## config.mk

```make
export PLATFORM = sky130hd
export DESIGN_NAME = camera_exposure_sequencer
export DESIGN_NICKNAME = d
export VERILOG_FILES = /design/src/rtl/cesq_pkg.sv /design/src/rtl/camera_exposure_sequencer.sv /design/src/rtl/cesq_cfg.sv /design/src/rtl/cesq_step.sv
export SDC_FILE = /design/constraint.sdc
export NUM_CORES = 1
export LEC_CHECK = 0
export ABC_AREA = 1
export BUFFER_PORTS_ARGS = -buffer_cell sky130_fd_sc_hd__buf_2
export CORE_MARGIN = 2
export CORE_UTILIZATION = 55
export CTS_CLUSTER_SIZE = 16
export DETAILED_ROUTE_END_ITERATION = 7
export GPL_TIMING_DRIVEN = 1
export PLACE_DENSITY = 0.79
export SLEW_MARGIN = 20
export SYNTH_ARGS = -nofsm -noshare
export SYNTH_HDL_FRONTEND = slang
export SYNTH_SLANG_ARGS = --single-unit
export TNS_END_PERCENT = 50
```

## constraint.sdc

```tcl
create_clock -name clk -period 3.45 [get_ports clk]
set_input_delay 0.1725 -clock clk [delete_from_list [all_inputs] [get_ports clk]]
set_output_delay 0.1725 -clock clk [all_outputs]
set_load 0.005 [all_outputs]
```

## src/rtl/cesq_pkg.sv

```systemverilog
package cesq_pkg;

  localparam int TIMER_BITS_DEF = 32;
  localparam int FRAME_BITS_DEF = 16;
  localparam int CFG_IDX_W      = 3;
  localparam int CFG_DATA_W     = 32;

  localparam logic [CFG_IDX_W-1:0] CFG_FRAME_TOTAL   = 3'd0;
  localparam logic [CFG_IDX_W-1:0] CFG_EXPOSURE      = 3'd1;
  localparam logic [CFG_IDX_W-1:0] CFG_SHOOT_DELAY   = 3'd2;
  localparam logic [CFG_IDX_W-1:0] CFG_LOCKUP_DELAY  = 3'd3;
  localparam logic [CFG_IDX_W-1:0] CFG_LOCKUP_ENABLE = 3'd4;
  localparam logic [CFG_IDX_W-1:0] CFG_LOCKUP_EVERY  = 3'd5;

  localparam logic [15:0] FRAME_TOTAL_RST = 16'd1;
  localparam logic [31:0] EXPOSURE_RST    = 32'd1000;

  typedef enum logic [2:0] {
    PH_READY  = 3'd0,
    PH_LDELAY = 3'd1,
    PH_LOCKUP = 3'd2,
    PH_SDELAY = 3'd3,
    PH_EXPOSE = 3'd4
  } phase_t;

  typedef enum logic [1:0] {
    OP_TICK  = 2'd0,
    OP_START = 2'd1,
    OP_ABORT = 2'd2
  } op_t;

  typedef enum logic [1:0] {
    DONE_NONE  = 2'd0,
    DONE_OK    = 2'd1,
    DONE_ABORT = 2'd2
  } done_t;

  typedef struct packed {
    logic [1:0] op;
    logic       camera_ready;
    logic       lockup_ok;
    logic       shoot_ok;
  } req_t;

  typedef struct packed {
    logic [2:0]  phase;
    logic [15:0] frame_index;
    logic        cmd_init;
    logic        cmd_start_lockup;
    logic        cmd_start_shoot;
    logic        cmd_end_shoot;
    logic        cmd_term_lockup;
    logic        cmd_term_shoot;
    logic [1:0]  frame_done;
    logic        sequence_end;
  } rsp_t;

  typedef struct packed {
    logic [15:0] frame_total;
    logic [31:0] exposure_ms;
    logic [31:0] shoot_delay_ms;
    logic [31:0] lockup_delay_ms;
    logic        lockup_enable;
    logic        lockup_every_frame;
  } cfg_t;

endpackage

```

## src/rtl/camera_exposure_sequencer.sv

```systemverilog
// An accepted beat is held in the input register, then presented from the result register.
// Throughput: one beat per cycle while the result is not stalled; the input register
// and the result register form a two-stage path with the sequencer state updated
// between them. Reset (rst, synchronous, active high) empties both stages, returns the
// sequencer to ready with the timer and frame counter cleared, and loads the register
// defaults.
module camera_exposure_sequencer
  import cesq_pkg::*;
#(
  parameter int TIMER_BITS = TIMER_BITS_DEF,
  parameter int FRAME_BITS = FRAME_BITS_DEF
) (
  input  logic                  clk,
  input  logic                  rst,
  input  logic                  cfg_we,
  input  logic [CFG_IDX_W-1:0]  cfg_index,
  input  logic [CFG_DATA_W-1:0] cfg_data,
  input  logic                  req_valid,
  output logic                  req_stall,
  input  req_t                  req_data,
  output logic                  rsp_valid,
  input  logic                  rsp_stall,
  output rsp_t                  rsp_data
);

  cfg_t cfg;
  req_t req_q;
  logic req_q_valid;
  rsp_t rsp_next;
  logic rsp_free;
  logic advance;

  assign rsp_free  = !rsp_valid || !rsp_stall;
  assign advance   = req_q_valid && rsp_free;
  assign req_stall = req_q_valid && !rsp_free;

  cesq_cfg u_cfg (
    .clk       (clk),
    .rst       (rst),
    .cfg_we    (cfg_we),
    .cfg_index (cfg_index),
    .cfg_data  (cfg_data),
    .cfg       (cfg)
  );

  cesq_step #(
    .TIMER_BITS (TIMER_BITS),
    .FRAME_BITS (FRAME_BITS)
  ) u_step (
    .clk     (clk),
    .rst     (rst),
    .advance (advance),
    .req     (req_q),
    .cfg     (cfg),
    .rsp     (rsp_next)
  );

  always_ff @(posedge clk) begin
    if (rst) begin
      req_q_valid <= 1'b0;
    end else if (!req_stall) begin
      req_q_valid <= req_valid;
    end
  end

  always_ff @(posedge clk) begin
    if (!req_stall && req_valid) begin
      req_q <= req_data;
    end
  end

  always_ff @(posedge clk) begin
    if (rst) begin
      rsp_valid <= 1'b0;
    end else if (rsp_free) begin
      rsp_valid <= req_q_valid;
    end
  end

  always_ff @(posedge clk) begin
    if (advance) begin
      rsp_data <= rsp_next;
    end
  end

  // The mirror lockup phase never survives the step that enters it.
  a_no_lockup_rest: assert property (@(posedge clk) disable iff (rst)
    rsp_valid |-> rsp_data.phase != PH_LOCKUP)
    else $error("sequencer left in lockup phase");

  // A shutter open that does not lead to exposing is a failure that ends the sequence.
  a_shoot_fail_ends: assert property (@(posedge clk) disable iff (rst)
    rsp_valid && rsp_data.cmd_start_shoot && rsp_data.phase != PH_EXPOSE
    |-> rsp_data.sequence_end && rsp_data.cmd_term_shoot)
    else $error("failed exposure start did not end the sequence");

  // A finished frame that leaves the block ready must close the sequence.
  a_last_frame_ends: assert property (@(posedge clk) disable iff (rst)
    rsp_valid && rsp_data.phase == PH_READY && rsp_data.frame_done != DONE_NONE
    |-> rsp_data.sequence_end)
    else $error("frame ended in ready without sequence end");

  // A held input beat means the result register is full and stalled.
  a_stall_cause: assert property (@(posedge clk) disable iff (rst)
    req_stall |-> rsp_valid && rsp_stall && req_q_valid)
    else $error("input stalled without a blocked result");

endmodule

```

## src/rtl/cesq_cfg.sv

```systemverilog
module cesq_cfg
  import cesq_pkg::*;
(
  input  logic                  clk,
  input  logic                  rst,
  input  logic                  cfg_we,
  input  logic [CFG_IDX_W-1:0]  cfg_index,
  input  logic [CFG_DATA_W-1:0] cfg_data,
  output cfg_t                  cfg
);

  always_ff @(posedge clk) begin
    if (rst) begin
      cfg.frame_total        <= FRAME_TOTAL_RST;
      cfg.exposure_ms        <= EXPOSURE_RST;
      cfg.shoot_delay_ms     <= '0;
      cfg.lockup_delay_ms    <= '0;
      cfg.lockup_enable      <= 1'b0;
      cfg.lockup_every_frame <= 1'b0;
    end else if (cfg_we) begin
      unique case (cfg_index)
        CFG_FRAME_TOTAL:   cfg.frame_total        <= cfg_data[15:0];
        CFG_EXPOSURE:      cfg.exposure_ms        <= cfg_data;
        CFG_SHOOT_DELAY:   cfg.shoot_delay_ms     <= cfg_data;
        CFG_LOCKUP_DELAY:  cfg.lockup_delay_ms    <= cfg_data;
        CFG_LOCKUP_ENABLE: cfg.lockup_enable      <= cfg_data[0];
        CFG_LOCKUP_EVERY:  cfg.lockup_every_frame <= cfg_data[0];
        default: ;
      endcase
    end
  end

endmodule

```

## src/rtl/cesq_step.sv

```systemverilog
module cesq_step
  import cesq_pkg::*;
#(
  parameter int TIMER_BITS = TIMER_BITS_DEF,
  parameter int FRAME_BITS = FRAME_BITS_DEF
) (
  input  logic clk,
  input  logic rst,
  input  logic advance,
  input  req_t req,
  input  cfg_t cfg,
  output rsp_t rsp
);

  localparam logic [TIMER_BITS-1:0] TMAX = '1;

  phase_t                phase;
  phase_t                phase_next;
  logic [TIMER_BITS-1:0] timer;
  logic [TIMER_BITS-1:0] timer_next;
  logic [FRAME_BITS-1:0] count;
  logic [FRAME_BITS-1:0] count_next;

  logic enter_stage;
  logic begin_lock;
  logic after_lock;
  logic begin_exp;
  logic go_ready;
  logic timed;

  function automatic logic [TIMER_BITS-1:0] clamp_time(input logic [31:0] v);
    logic [TIMER_BITS-1:0] r;
    if (v == 32'd0) begin
      r = TIMER_BITS'(1);
    end else if (64'(v) > 64'(TMAX)) begin
      r = TMAX;
    end else begin
      r = TIMER_BITS'(v);
    end
    return r;
  endfunction

  always_comb begin
    phase_next  = phase;
    timer_next  = timer;
    count_next  = count;
    enter_stage = 1'b0;
    begin_lock  = 1'b0;
    after_lock  = 1'b0;
    begin_exp   = 1'b0;
    go_ready    = 1'b0;
    timed       = (phase == PH_LDELAY) || (phase == PH_SDELAY) || (phase == PH_EXPOSE);
    rsp         = '0;

    case (req.op)
      OP_START: begin
        if (phase == PH_READY) begin
          count_next   = '0;
          rsp.cmd_init = 1'b1;
          if (!req.camera_ready) begin
            rsp.sequence_end = 1'b1;
          end else if (cfg.lockup_enable) begin
            enter_stage = 1'b1;
          end else begin
            after_lock = 1'b1;
          end
        end
      end
      OP_ABORT: begin
        if (phase != PH_READY) begin
          if (phase == PH_EXPOSE) begin
            rsp.cmd_end_shoot = 1'b1;
            rsp.frame_done    = DONE_ABORT;
          end
          rsp.cmd_term_lockup = cfg.lockup_enable;
          go_ready            = 1'b1;
        end
      end
      OP_TICK: begin
        if (timed) begin
          if (timer > TIMER_BITS'(1)) begin
            timer_next = timer - TIMER_BITS'(1);
          end else begin
            timer_next = '0;
            if (phase == PH_LDELAY) begin
              begin_lock = 1'b1;
            end else if (phase == PH_SDELAY) begin
              begin_exp = 1'b1;
            end else begin
              rsp.cmd_end_shoot = 1'b1;
              rsp.frame_done    = DONE_OK;
              count_next        = count + FRAME_BITS'(1);
              if (count_next == FRAME_BITS'(cfg.frame_total)) begin
                rsp.cmd_term_lockup = cfg.lockup_enable;
                go_ready            = 1'b1;
              end else if (cfg.lockup_enable && cfg.lockup_every_frame) begin
                rsp.cmd_term_lockup = 1'b1;
                enter_stage         = 1'b1;
              end else begin
                after_lock = 1'b1;
              end
            end
          end
        end
      end
      default: ;
    endcase

    if (enter_stage) begin
      if (cfg.lockup_delay_ms != 32'd0) begin
        phase_next = PH_LDELAY;
        timer_next = clamp_time(cfg.lockup_delay_ms);
      end else begin
        begin_lock = 1'b1;
      end
    end

    if (begin_lock) begin
      rsp.cmd_start_lockup = 1'b1;
      if (!req.lockup_ok) begin
        go_ready = 1'b1;
      end else begin
        after_lock = 1'b1;
      end
    end

    if (after_lock) begin
      if (cfg.shoot_delay_ms != 32'd0) begin
        phase_next = PH_SDELAY;
        timer_next = clamp_time(cfg.shoot_delay_ms);
      end else begin
        begin_exp = 1'b1;
      end
    end

    if (begin_exp) begin
      rsp.cmd_start_shoot = 1'b1;
      if (!req.shoot_ok) begin
        rsp.cmd_term_lockup = rsp.cmd_term_lockup | cfg.lockup_enable;
        go_ready            = 1'b1;
      end else begin
        phase_next = PH_EXPOSE;
        timer_next = clamp_time(cfg.exposure_ms);
      end
    end

    if (go_ready) begin
      rsp.cmd_term_shoot = 1'b1;
      rsp.sequence_end   = 1'b1;
      phase_next         = PH_READY;
      timer_next         = '0;
    end

    rsp.phase       = phase_next;
    rsp.frame_index = 16'(count_next);
  end

  always_ff @(posedge clk) begin
    if (rst) begin
      phase <= PH_READY;
      timer <= '0;
      count <= '0;
    end else if (advance) begin
      phase <= phase_next;
      timer <= timer_next;
      count <= count_next;
    end
  end

endmodule
```

; ---- Yosys cells after proc, flatten, opt, wreduce, memory -nomap -nowiden
; Index checks and enable logic that the tools add are counted.
[word_totals]
latch_bits = 0
n_memories = 0
reg_bits = 200
ram_bits = 0
word_cells = 162
mem_bits_ro = 0
[op_classes]
n_shift = 0
mux = 96
bitwise_logic = 1
n_mul = 0
n_reduce_logical = 26
n_eq_ne = 11
div_mod_pow = 0
n_lt_le_gt_ge = 1
addsub = 2
[op_table]
columns = op, count
row1 = 32-bit two-way mux, 13
row2 = 32-bit zero test, 3
row3 = 16-bit two-way mux, 5
row4 = 32-bit nonzero test, 2
row5 = 1-bit two-way mux, 55
row6 = "32-bit by 1-bit greater-than comparator with 1-bit output, second input constant", 1
row7 = 16-bit case mux with 2 select lines, 1
row8 = "32-bit by 1-bit subtractor with 32-bit output, second input constant", 1
row9 = 3-bit two-way mux, 7
row10 = 2-bit two-way mux, 10
row11 = "16-bit by 1-bit adder with 16-bit output, second input constant", 1
row12 = 16-bit == test, 1
row13 = 2-bit AND reduction, 6
row14 = "3-bit by 2-bit == test with 1-bit output, second input constant", 3
row15 = "3-bit == test, second input constant", 3
row16 = 2-bit case mux with 2 select lines, 2
row17 = "3-bit by 1-bit == test with 1-bit output, second input constant", 2
row18 = 3-bit zero test, 2
row19 = 1-bit case mux with 2 select lines, 3
row20 = 1-bit logical AND, 4
row21 = 1-bit zero test, 4
row22 = 1-bit logical OR, 3
row23 = 3-bit nonzero test, 1
row24 = "2-bit by 1-bit == test with 1-bit output, second input constant", 1
row25 = 3 further kinds, 3

; ---- Logic depth before layout (Yosys ltp)
; Gate-level depths: netlist of run 1.
[logic_depth]
ltp_word = 14
ltp_mapped = 27
mapped_depth_nobuf = 24

; ---- By module
; From an unflattened synthesis of run 1, not the netlist that was laid out.
[unflattened]
cells_unflattened = 1701
area_unflattened_um2 = 11095.6
[modules_own_cells]
columns = module, cells_per_inst, n_inst, area_each_um2
row1 = cesq_step, 995, 1, 5461.5
row2 = cesq_cfg, 661, 1, 4551.9
row3 = camera_exposure_sequencer, 45, 1, 1082.3

; ---- Worst setup path before layout of run 1
; No wires, ideal clock.
[synth_timing]
kind = reg2reg
from = register u_step.count[0]
to = register u_step.timer[16]
t_arrival_ns = 2.641
t_required_ns = 3.319
path_stages_with_launch = 26
path_buffers = 3
setup_time_ns = 0.131
period_less_slack_ns = 2.771
slack_ns = 0.679
path_cell_list = dfxtp_1 -> ha_1 -> nand2_1 -> nor2_2 -> buf_4 -> nand4_1 -> nand2_1 -> nand2_1 -> nand2_1 -> nand3_1 -> nor2_1 -> nand2_1 -> nand2_2 -> nand2_4 -> nand2_2 -> buf_6 -> nand2_4 -> nand2_4 -> nand3_2 -> nand2_2 -> nand2_2 -> buf_4 -> nand2_1 -> nand2_1 -> nand2_1 -> a21oi_2
[synth_via]
elab_chain_cells = 14
[synth_rtl]
columns = item, line_no
row1 = from (decl), cesq_step.sv:21  ; logic [FRAME_BITS-1:0] count;
row2 = from (signal assigned), cesq_step.sv:166  ; count <= count_next;
row3 = 16-bit by 1-bit adder with 16-bit output (*), cesq_step.sv:92  ; count_next = count + FRAME_BITS'(1);
row4 = 16-bit == test (*), cesq_step.sv:93  ; if (count_next == FRAME_BITS'(cfg.frame_total)) begin
row5 = 1-bit two-way mux, cesq_step.sv:93
row6 = 1-bit two-way mux, cesq_step.sv:87  ; end else if (phase == PH_SDELAY) begin
row7 = 1-bit two-way mux, cesq_step.sv:85  ; if (phase == PH_LDELAY) begin
row8 = 1-bit two-way mux, cesq_step.sv:81  ; if (timer > TIMER_BITS'(1)) begin
row9 = 1-bit two-way mux, cesq_step.sv:80  ; if (timed) begin
row10 = 1-bit case mux with 2 select lines, cesq_step.sv:55  ; case (req.op)
row11 = 32-bit two-way mux (tied with other cells), cesq_step.sv:109  ; if (enter_stage) begin
row12 = 32-bit two-way mux / 1-bit two-way mux (equally long branches), "cesq_step.sv:128, cesq_step.sv:118"
row13 = 32-bit two-way mux, cesq_step.sv:127  ; if (after_lock) begin
row14 = 32-bit two-way mux, cesq_step.sv:138  ; if (!req.shoot_ok) begin
row15 = 32-bit two-way mux, cesq_step.sv:136  ; if (begin_exp) begin
row16 = 32-bit two-way mux (*), cesq_step.sv:147  ; if (go_ready) begin
row17 = to (signal assigned), cesq_step.sv:165  ; timer <= timer_next;
row18 = to (decl), cesq_step.sv:19  ; logic [TIMER_BITS-1:0] timer;
; Every way passes the cells marked *; elsewhere a longest branch is shown, timed or not.
; A chain may end at the register's enable or synchronous reset.

; ---- Final worst setup path of run 1
[layout_timing]
from = register u_step.timer[0]
to = register u_step.timer[17]
[layout_via]
elab_chain_cells = 11
[layout_rtl]
columns = item, line_no
row1 = 32-bit by 1-bit subtractor with 32-bit output / 32-bit by 1-bit greater-than comparator with 1-bit output (equally long branches), "cesq_step.sv:82, cesq_step.sv:81"
row2 = 32-bit two-way mux / 1-bit two-way mux (equally long branches), cesq_step.sv:81
row3 = 32-bit two-way mux / 1-bit two-way mux (equally long branches), cesq_step.sv:80
row4 = 32-bit two-way mux / 1-bit two-way mux (equally long branches), cesq_step.sv:55
row5 = 32-bit two-way mux / 1-bit two-way mux (equally long branches), cesq_step.sv:110  ; if (cfg.lockup_delay_ms != 32'd0) begin
row6 = 32-bit two-way mux / 1-bit two-way mux (equally long branches), cesq_step.sv:109
row7 = 32-bit two-way mux / 1-bit two-way mux (equally long branches), "cesq_step.sv:128, cesq_step.sv:118"
row8 = 32-bit two-way mux, cesq_step.sv:127
row9 = 32-bit two-way mux, cesq_step.sv:138
row10 = 32-bit two-way mux, cesq_step.sv:136
row11 = 32-bit two-way mux (*), cesq_step.sv:147
; Marks and branches as above.

==> results.py, run 1 <==
metrics = {
    "clock_network": {
        "clock_latency_ns": 0.45,
        "cts_tree": "yes",
        "htreeDepth": 4,
        "clockRootBuffer": "clkbuf_16",
        "numCtsBuffers": 17,
        "cts_buffer_depth": 2,
        "clk_pin_slew_ns": 0.08,
        "cts_sinks": 200,
    },
    "synthesis": {
        "synth_edf_count": 33,
        "ys_seq_area_share_pct": 39.6,
        "synth_seq_cells": 200,
        "synth_warnings": 0,
        "synthCells": 1672,
        "ys_async_sr_fraction_pct": 0,
        "synth_fp_nets": 1720,
        "syn_avg_cell_area_um2": 6.55,
        "netlist_area_um2": 11000,
        "synth_cell_types": 45,
        "synth_ff_type": "dfxtp_1",
    },
    "placement": {
        "hpwl_um": 23400,
        "gp_congestion": 0.964,
        "numPortBuffers": 74,
    },
    "global_routing": {
        "grt_pass1_wl_um": 52400,
        "use_met3_pct": 5.13,
        "grt_pass1_vias": 10200,
        "antenna_found_initial": 0,
        "grtUsageMet1_pct": 44.8,
        "grt.busiest_layer": "met2",
        "overflow": 0,
        "use_met2_pct": 46.5,
        "grt_max_degree": 65,
        "grtUsageTotal_pct": 30.4,
    },
    "final_layout": {
        "final_nets": 1785,
        "fillers": 1769,
        "drive_gt1_share_pct": 10.5,
        "areaGrowthSynthToFinish_pct": 13.4,
        "final_common_cell": "nand2_1",
        "layout_common_cells": "nand2_1 (401), nor2_1 (228), o21ai_0 (176), inv_1 (168), dfxtp_1 (166)",
        "antenna_cells": 0,
    },
    "detailed_routing": {
        "drt_pass1_iterations": 6,
        "drtAntennaViolNets": 0,
        "wire_per_inst_um": 16.4,
        "drt_iter0_markers": 1410,
        "route.detailed.drc": 0,
        "via_count": 11500,
        "wl_um": 33000,
        "avgViaCountPerCell": 5.69,
    },
    "timing": {
        "slew_viol_final": 0,
        "skew_ns": 0.0140,
        "tightestPinTransition_ns": 1.11,
        "rsz0062_at_grt": "no",
        "finalSetupTns_ns": 0,
        "setup_viol_count_final": 0,
        "timing.final.crit_share_pct": 91.2,
        "final.min_clock_period_ns": 3.15,
        "fmaxAchievable_mhz": 318,
        "hold_viol_final": 1,
        "timing.hold.ws_ns": -0.00181,
        "slew_headroom_pct": 25.9,
    },
    "worst_setup_path": {
        "r2r_start": "u_step.timer[0]",
        "startpoint": "u_step.timer[0]",
        "critPathMaxFanout": 32,
        "cp-end-kind": "flip-flop",
        "cp-start-kind": "flip-flop",
        "crit_type": "flip-flop to flip-flop",
        "crit_chain": "inv_1, ha_2, nand2_1, nor2_1, nand3_1, nand2_1, nand4_1, nor2_2, nand2_2, nor2_1, nand2_2, nand2_4, nand2_2, nand3_2, nand3_2, nand2_2, nand2_2, buf_12, nand2_1, nand2_1, nand2_1, a21oi_1",
        "crit_arrival_ns": 3.44,
        "cpPeakStageDelay_ns": 0.37,
        "cp.required_ns": 3.74,
        "cpMaxStageDelayCell": "dfxtp_1",
    },
    "power_and_ir_drop": {
        "finalPower_uw": 5450,
        "powerDensity_nw_per_um2": 438,
        "peakVddDrop_mv": 0.379,
        "p_leak_uw": 0.00585,
    },
    "worst_hold_path": {
        "hp-class": "input pin to flip-flop",
        "min-delay-start": "cfg_data[19]",
    },
    "floorplan": {
        "die-area_um2": 21100,
        "die_w_um": 145,
        "ioPinCount": 75,
        "core_um2": 19500,
        "die_h_um": 145,
        "rows": 51,
        "initial_utilization_pct": 56.1,
    },
    "job": {
        "drv_cap": 0,
    },
    "outcome": {
        "status": "complete, but fails checks",
        "failed_checks": "hold timing",
    },
}
-- per-layer routing --
metal  share of wire, %  up-vias
li1                   -     5618
met1                 46     5230
met2                 43      571
met3                9.5       55
met4                1.8        0
met5                  0        -
-- timing repair --
item                                    CTS  global route
endpoints found under the hold margin    17             0
gates resized for setup                   0            15
hold buffers                             17             0
setup buffers                             0             3
endpoints found under the setup margin    0            38
-- sequential cells by signal, summed over array words and instances, names as in the netlist --
register,count
u_step.timer,32
rsp_data,28
u_step.count,16
req_q_valid,1
u_step.phase,3
req_q,5
rsp_valid,1
u_cfg.cfg,114
-- metrics by stage --
| step | worst slack [ns] | hold WS [ns] | instances | utilization (%) | area [um^2] |
|---|---|---|---|---|---|
| 2_1_floorplan | 0.679 | 0.271 | 1672 | - | 11000 |
| 3_3_place_gp | 0.181 | 0.354 | 1961 | 59.1 | 11500 |
| 3_5_place_dp | 0.0534 | 0.351 | 1961 | 59.1 | 11500 |
| 4_1_cts | 0.0106 | 0.00424 | 2010 | 63.1 | 12300 |
| 5_1_grt | 0.00596 | 0.0183 | 2015 | 63.7 | 12400 |
| 6_report | 0.303 | -0.00181 | 2015 | 63.7 | 12400 |
-- critical path: cells and delay by family, from the launching register on --
kind / cells / cell delay [ns]
flops: 1 / 0.37
buf+inv: 2 / 0.29
simple gates: 18 / 2.01
fa+ha+maj: 1 / 0.24
compound gates: 1 / 0.06
-- cell usage after synthesis, types with 2 or more instances --
master	instances	area, um^2
buf_1	5	18.8
nand3b_1	5	37.5
nand2_4	4	45.0
nor2_2	6	37.5
a211oi_1	4	30.0
nand2_1	403	1510
nor2_1	231	867
dfxtp_1	167	3340
xor2_1	3	26.3
a31oi_1	4	25.0
nand4_1	27	169
clkbuf_1	52	195
nor4_1	28	175
o221ai_1	2	17.5
nand3_1	152	761
and2_1	2	12.5
a21oi_1	112	561
xnor2_1	2	17.5
nor2_4	2	22.5
nor3_1	16	80.1
inv_2	4	15.0
clkinv_1	3	11.3
or2_2	5	31.3
buf_4	9	67.6
nand2_2	6	37.5
a21o_1	4	30.0
inv_1	169	634
o22ai_1	7	43.8
edfxtp_1	33	991
nand3_2	3	30.0
ha_1	3	37.5
o21ai_0	176	881
buf_6	3	33.8
buf_2	9	45.0
-- final timing paths --
check | endpoint | slack, ns | cells after the start
worst max-delay path | u_step.timer[17] | 0.30 | 22
worst min register to register | u_cfg.cfg[15] | 0.46 | 2
worst max register to register | u_step.timer[17] | 0.30 | 22
worst min-delay path | u_cfg.cfg[85] | -0.002 | 3
-- kinds of logic after synthesis --
logic type	after synthesis	synth area share [%]
xor gates and xnor gates	5	0.400
DFF	200	39.6
AOI/OAI and AO/OA	318	15.2
and+or+nand+nor	892	35.2
adders and majority gates	3	0.343
buffers and inverters	254	9.32
-- layout make-up --
cell class	instances	area [um^2]	area share (%)
clock buffers	18	439	3.53
clock inverters	14	155	1.25
inverters	176	661	5.32
multi-input cells	1220	5660	45.5
flip-flops and latches	200	4340	34.9
well taps	265	332	2.67
repair buffers	122	847	6.81
-- power breakdown --
part / leakage, uW / total [uW] / internal (uW) / switching, uW
registers: 0.00168 / 2550 / 2460 / 86.6
logic: 0.00388 / 886 / 297 / 589
clock network: 0.000290 / 2010 / 994 / 1010
total: 0.00585 / 5450 / 3760 / 1690
(Power assumes the default switching activity.)
==> inputs of run 2 (changes only) <==
--- a/config.mk
+++ b/config.mk
@@ -8,11 +8,11 @@
 export ABC_AREA = 1
 export BUFFER_PORTS_ARGS = -buffer_cell sky130_fd_sc_hd__buf_2
 export CORE_MARGIN = 2
-export CORE_UTILIZATION = 55
+export CORE_UTILIZATION = 61
 export CTS_CLUSTER_SIZE = 16
 export DETAILED_ROUTE_END_ITERATION = 7
 export GPL_TIMING_DRIVEN = 1
-export PLACE_DENSITY = 0.79
+export PLACE_DENSITY_LB_ADDON = 0.2
 export SLEW_MARGIN = 20
 export SYNTH_ARGS = -nofsm -noshare
 export SYNTH_HDL_FRONTEND = slang
==> run 2 against run 1 <==
Compared with the run above:
- the run now ends clean
- hold slack improved by 0.013 ns
- sequential share of layout area rose by 0.12 points
- critical path depth is 3 lower
- register-to-register slack got worse by 0.06 ns
- clock-buffer cell count unchanged
- wire length rose by 0.19%
- clock power is essentially flat
- non-clock buffer count fell by 2
- combinational power down 0.6%
- setup slack got worse by 0.060 ns
- sequential power hardly changed
- critical path type unchanged
- critical endpoint is now u_step.timer[13]
- largest power group unchanged
==> results.py, run 2 (synthesis results as in run 1) <==
metrics = {
    "final_layout": {
        "multiInputGateArea_um2": 5670,
        "final_area_um2": 12400,
        "drive_gt1_share_pct": 10.4,
        "areaGrowthSynthToFinish_pct": 13.1,
        "ff_latch_area_um2": 4340,
        "fillers": 1572,
        "reg_top3": "u_cfg.cfg (114), u_step.timer (32), rsp_data (28)",
        "final_common_cell": "nand2_1",
        "largest_reg_flops": 114,
        "final-instance-count-excl-fill": 1978,
        "layout_common_cells": "nand2_1 (401), nor2_1 (228), o21ai_0 (176), inv_1 (167), dfxtp_1 (166)",
        "largest_register": "u_cfg.cfg",
        "final_nets": 1783,
    },
    "timing": {
        "skew_ns": 0.0156,
        "setup_ws_ns": 0.243,
        "final.min_clock_period_ns": 3.21,
        "setup_viol_count_final": 0,
        "timing.final.crit_share_pct": 93.0,
        "hold_viol_final": 0,
        "timing.hold.ws_ns": 0.0113,
        "slew_headroom_pct": 32.0,
        "fmaxAchievable_mhz": 312,
        "tightestPinTransition_ns": 1.02,
        "slew_viol_final": 0,
    },
    "clock_network": {
        "cts_buffer_depth": 2,
        "clock_latency_ns": 0.45,
        "htreeDepth": 4,
        "clk_pin_slew_ns": 0.08,
        "cts_sinks": 200,
        "clockRootBuffer": "clkbuf_16",
        "cts_tree": "yes",
        "numCtsBuffers": 17,
    },
    "global_routing": {
        "antenna_found_initial": 0,
        "overflow": 0,
        "grt_pass1_vias": 10100,
        "grt_pass1_wl_um": 52200,
        "grtUsageTotal_pct": 33.4,
        "grt_max_degree": 65,
    },
    "floorplan": {
        "initial_utilization_pct": 61.6,
        "core_um2": 17800,
        "ioPinCount": 75,
        "rows": 49,
        "die_w_um": 138,
        "die-area_um2": 19100,
        "die_h_um": 138,
    },
    "worst_setup_path": {
        "r2r_slack_ns": 0.24,
        "r2r_start": "u_step.timer[0]",
        "startpoint": "u_step.timer[0]",
        "cpPeakStageDelay_ns": 0.35,
        "cp-end-kind": "flip-flop",
        "crit_arrival_ns": 3.58,
        "cp_common_cell": "nand2_1",
        "cp.required_ns": 3.82,
        "ff2ff_path_depth": 19,
        "critPathMaxFanout": 25,
        "crit_type": "flip-flop to flip-flop",
        "crit_chain": "inv_1, ha_2, nand2_1, nor2_2, nand3_1, nand2_1, nand4_1, nor2_1, nand2_2, inv_1, a31oi_1, nand2_4, nand3_2, nand2_2, buf_6, nand3_1, nand2_1, nand2_1, a21oi_1",
        "r2r-end": "u_step.timer[13]",
        "cpMaxStageDelayCell": "dfxtp_1",
        "cp-start-kind": "flip-flop",
        "cp-endpoint": "u_step.timer[13]",
    },
    "power_and_ir_drop": {
        "peakVddDrop_mv": 0.405,
        "powerDensity_nw_per_um2": 441,
        "p_leak_uw": 0.00585,
    },
    "detailed_routing": {
        "drt_pass1_iterations": 7,
        "route.detailed.drc": 0,
        "wl_um": 33000,
        "avgViaCountPerCell": 5.85,
        "drt_iter0_markers": 1370,
        "wire_per_inst_um": 16.7,
        "drtAntennaViolNets": 0,
        "via_count": 11600,
    },
    "placement": {
        "gp_congestion": 0.933,
        "hpwl_um": 23200,
        "place_ws_ns": 0.0334,
        "numPortBuffers": 74,
        "place_inst": 1923,
        "placed_area_um2": 11500,
    },
    "worst_hold_path": {
        "hp-class": "input pin to flip-flop",
    },
    "job": {
        "drv_cap": 0,
    },
    "outcome": {
        "status": "complete, no violations",
    },
}
run 2: cell count changes in the layout (fill, tap and decap cells not counted), moves of 2 or more:
cell      change
clkinv_8      +4
inv_8         -3
nand2_2       -2
nand2_4       +2
run 2: critical path: cells and delay by family (launching register included):
family	cells	cell delay, ns
AOI/OAI and AO/OA	2	0.39
adders and majority gates	1	0.24
buffers and inverters	3	0.59
and+or+nand+nor	13	1.53
DFF	1	0.35
run 2: worst min path at each step:
stage                 start            end  depth (start not counted)
5_1_grt         cfg_data[2]  u_cfg.cfg[68]                          3
3_5_place_dp    req_data[1]       req_q[1]                          1
6_report       cfg_data[30]  u_cfg.cfg[96]                          3
4_1_cts        cfg_data[30]  u_cfg.cfg[96]                          3
2_1_floorplan   req_data[0]       req_q[0]                          0
3_3_place_gp    req_data[1]       req_q[1]                          1
run 2: per-layer routing:
metal | track usage [%] | up-vias | routed length [um]
li1 | - | 5618 | -
met4 | 8.75 | 0 | 516
met1 | 50.7 | 5279 | 14900
met3 | 6.13 | 58 | 3520
met5 | 0 | - | 0
met2 | 49.0 | 617 | 14100
run 2: layout make-up:
| class | count | area share, % |
|---|---|---|
| multi-input combinational | 1220 | 45.8 |
| inverter | 176 | 5.33 |
| antenna | 1 | 0.0202 |
| timing repair buffer | 120 | 6.60 |
| clock buffer | 18 | 3.46 |
| sequential | 200 | 35.0 |
| clock inverter | 14 | 1.49 |
| tap | 229 | 2.31 |
run 2: stage by stage:
| step | setup TNS, ns | util [%] | power (uW) |
|---|---|---|---|
| after global placement | 0 | 64.7 | 3410 |
| after global routing | -0.0374 | 69.7 | 5660 |
| after floorplan | 0 | - | 3150 |
| after detailed placement | 0 | 64.7 | 3420 |
| final | 0 | 69.7 | 5470 |
| after CTS | 0 | 69.2 | 5430 |
run 2: where the power goes:
part	internal [uW]	switching (uW)	leakage (uW)	total, uW
sequential	2460	88.0	0.00168	2550
combinational	293	589	0.00388	881
clock	988	1050	0.000294	2040
total	3750	1730	0.00585	5470
run 2: timing repair:
| action | in CTS | in global routing |
|---|---|---|
| setup buffers | 0 | 2 |
| cloned | 0 | 2 |
| hold buffers | 18 | 0 |
| gates resized for setup | 1 | 14 |
| setup endpoints to repair | 2 | 38 |
| endpoints found under the hold margin | 19 | 0 |
| pin swaps | 0 | 3 |
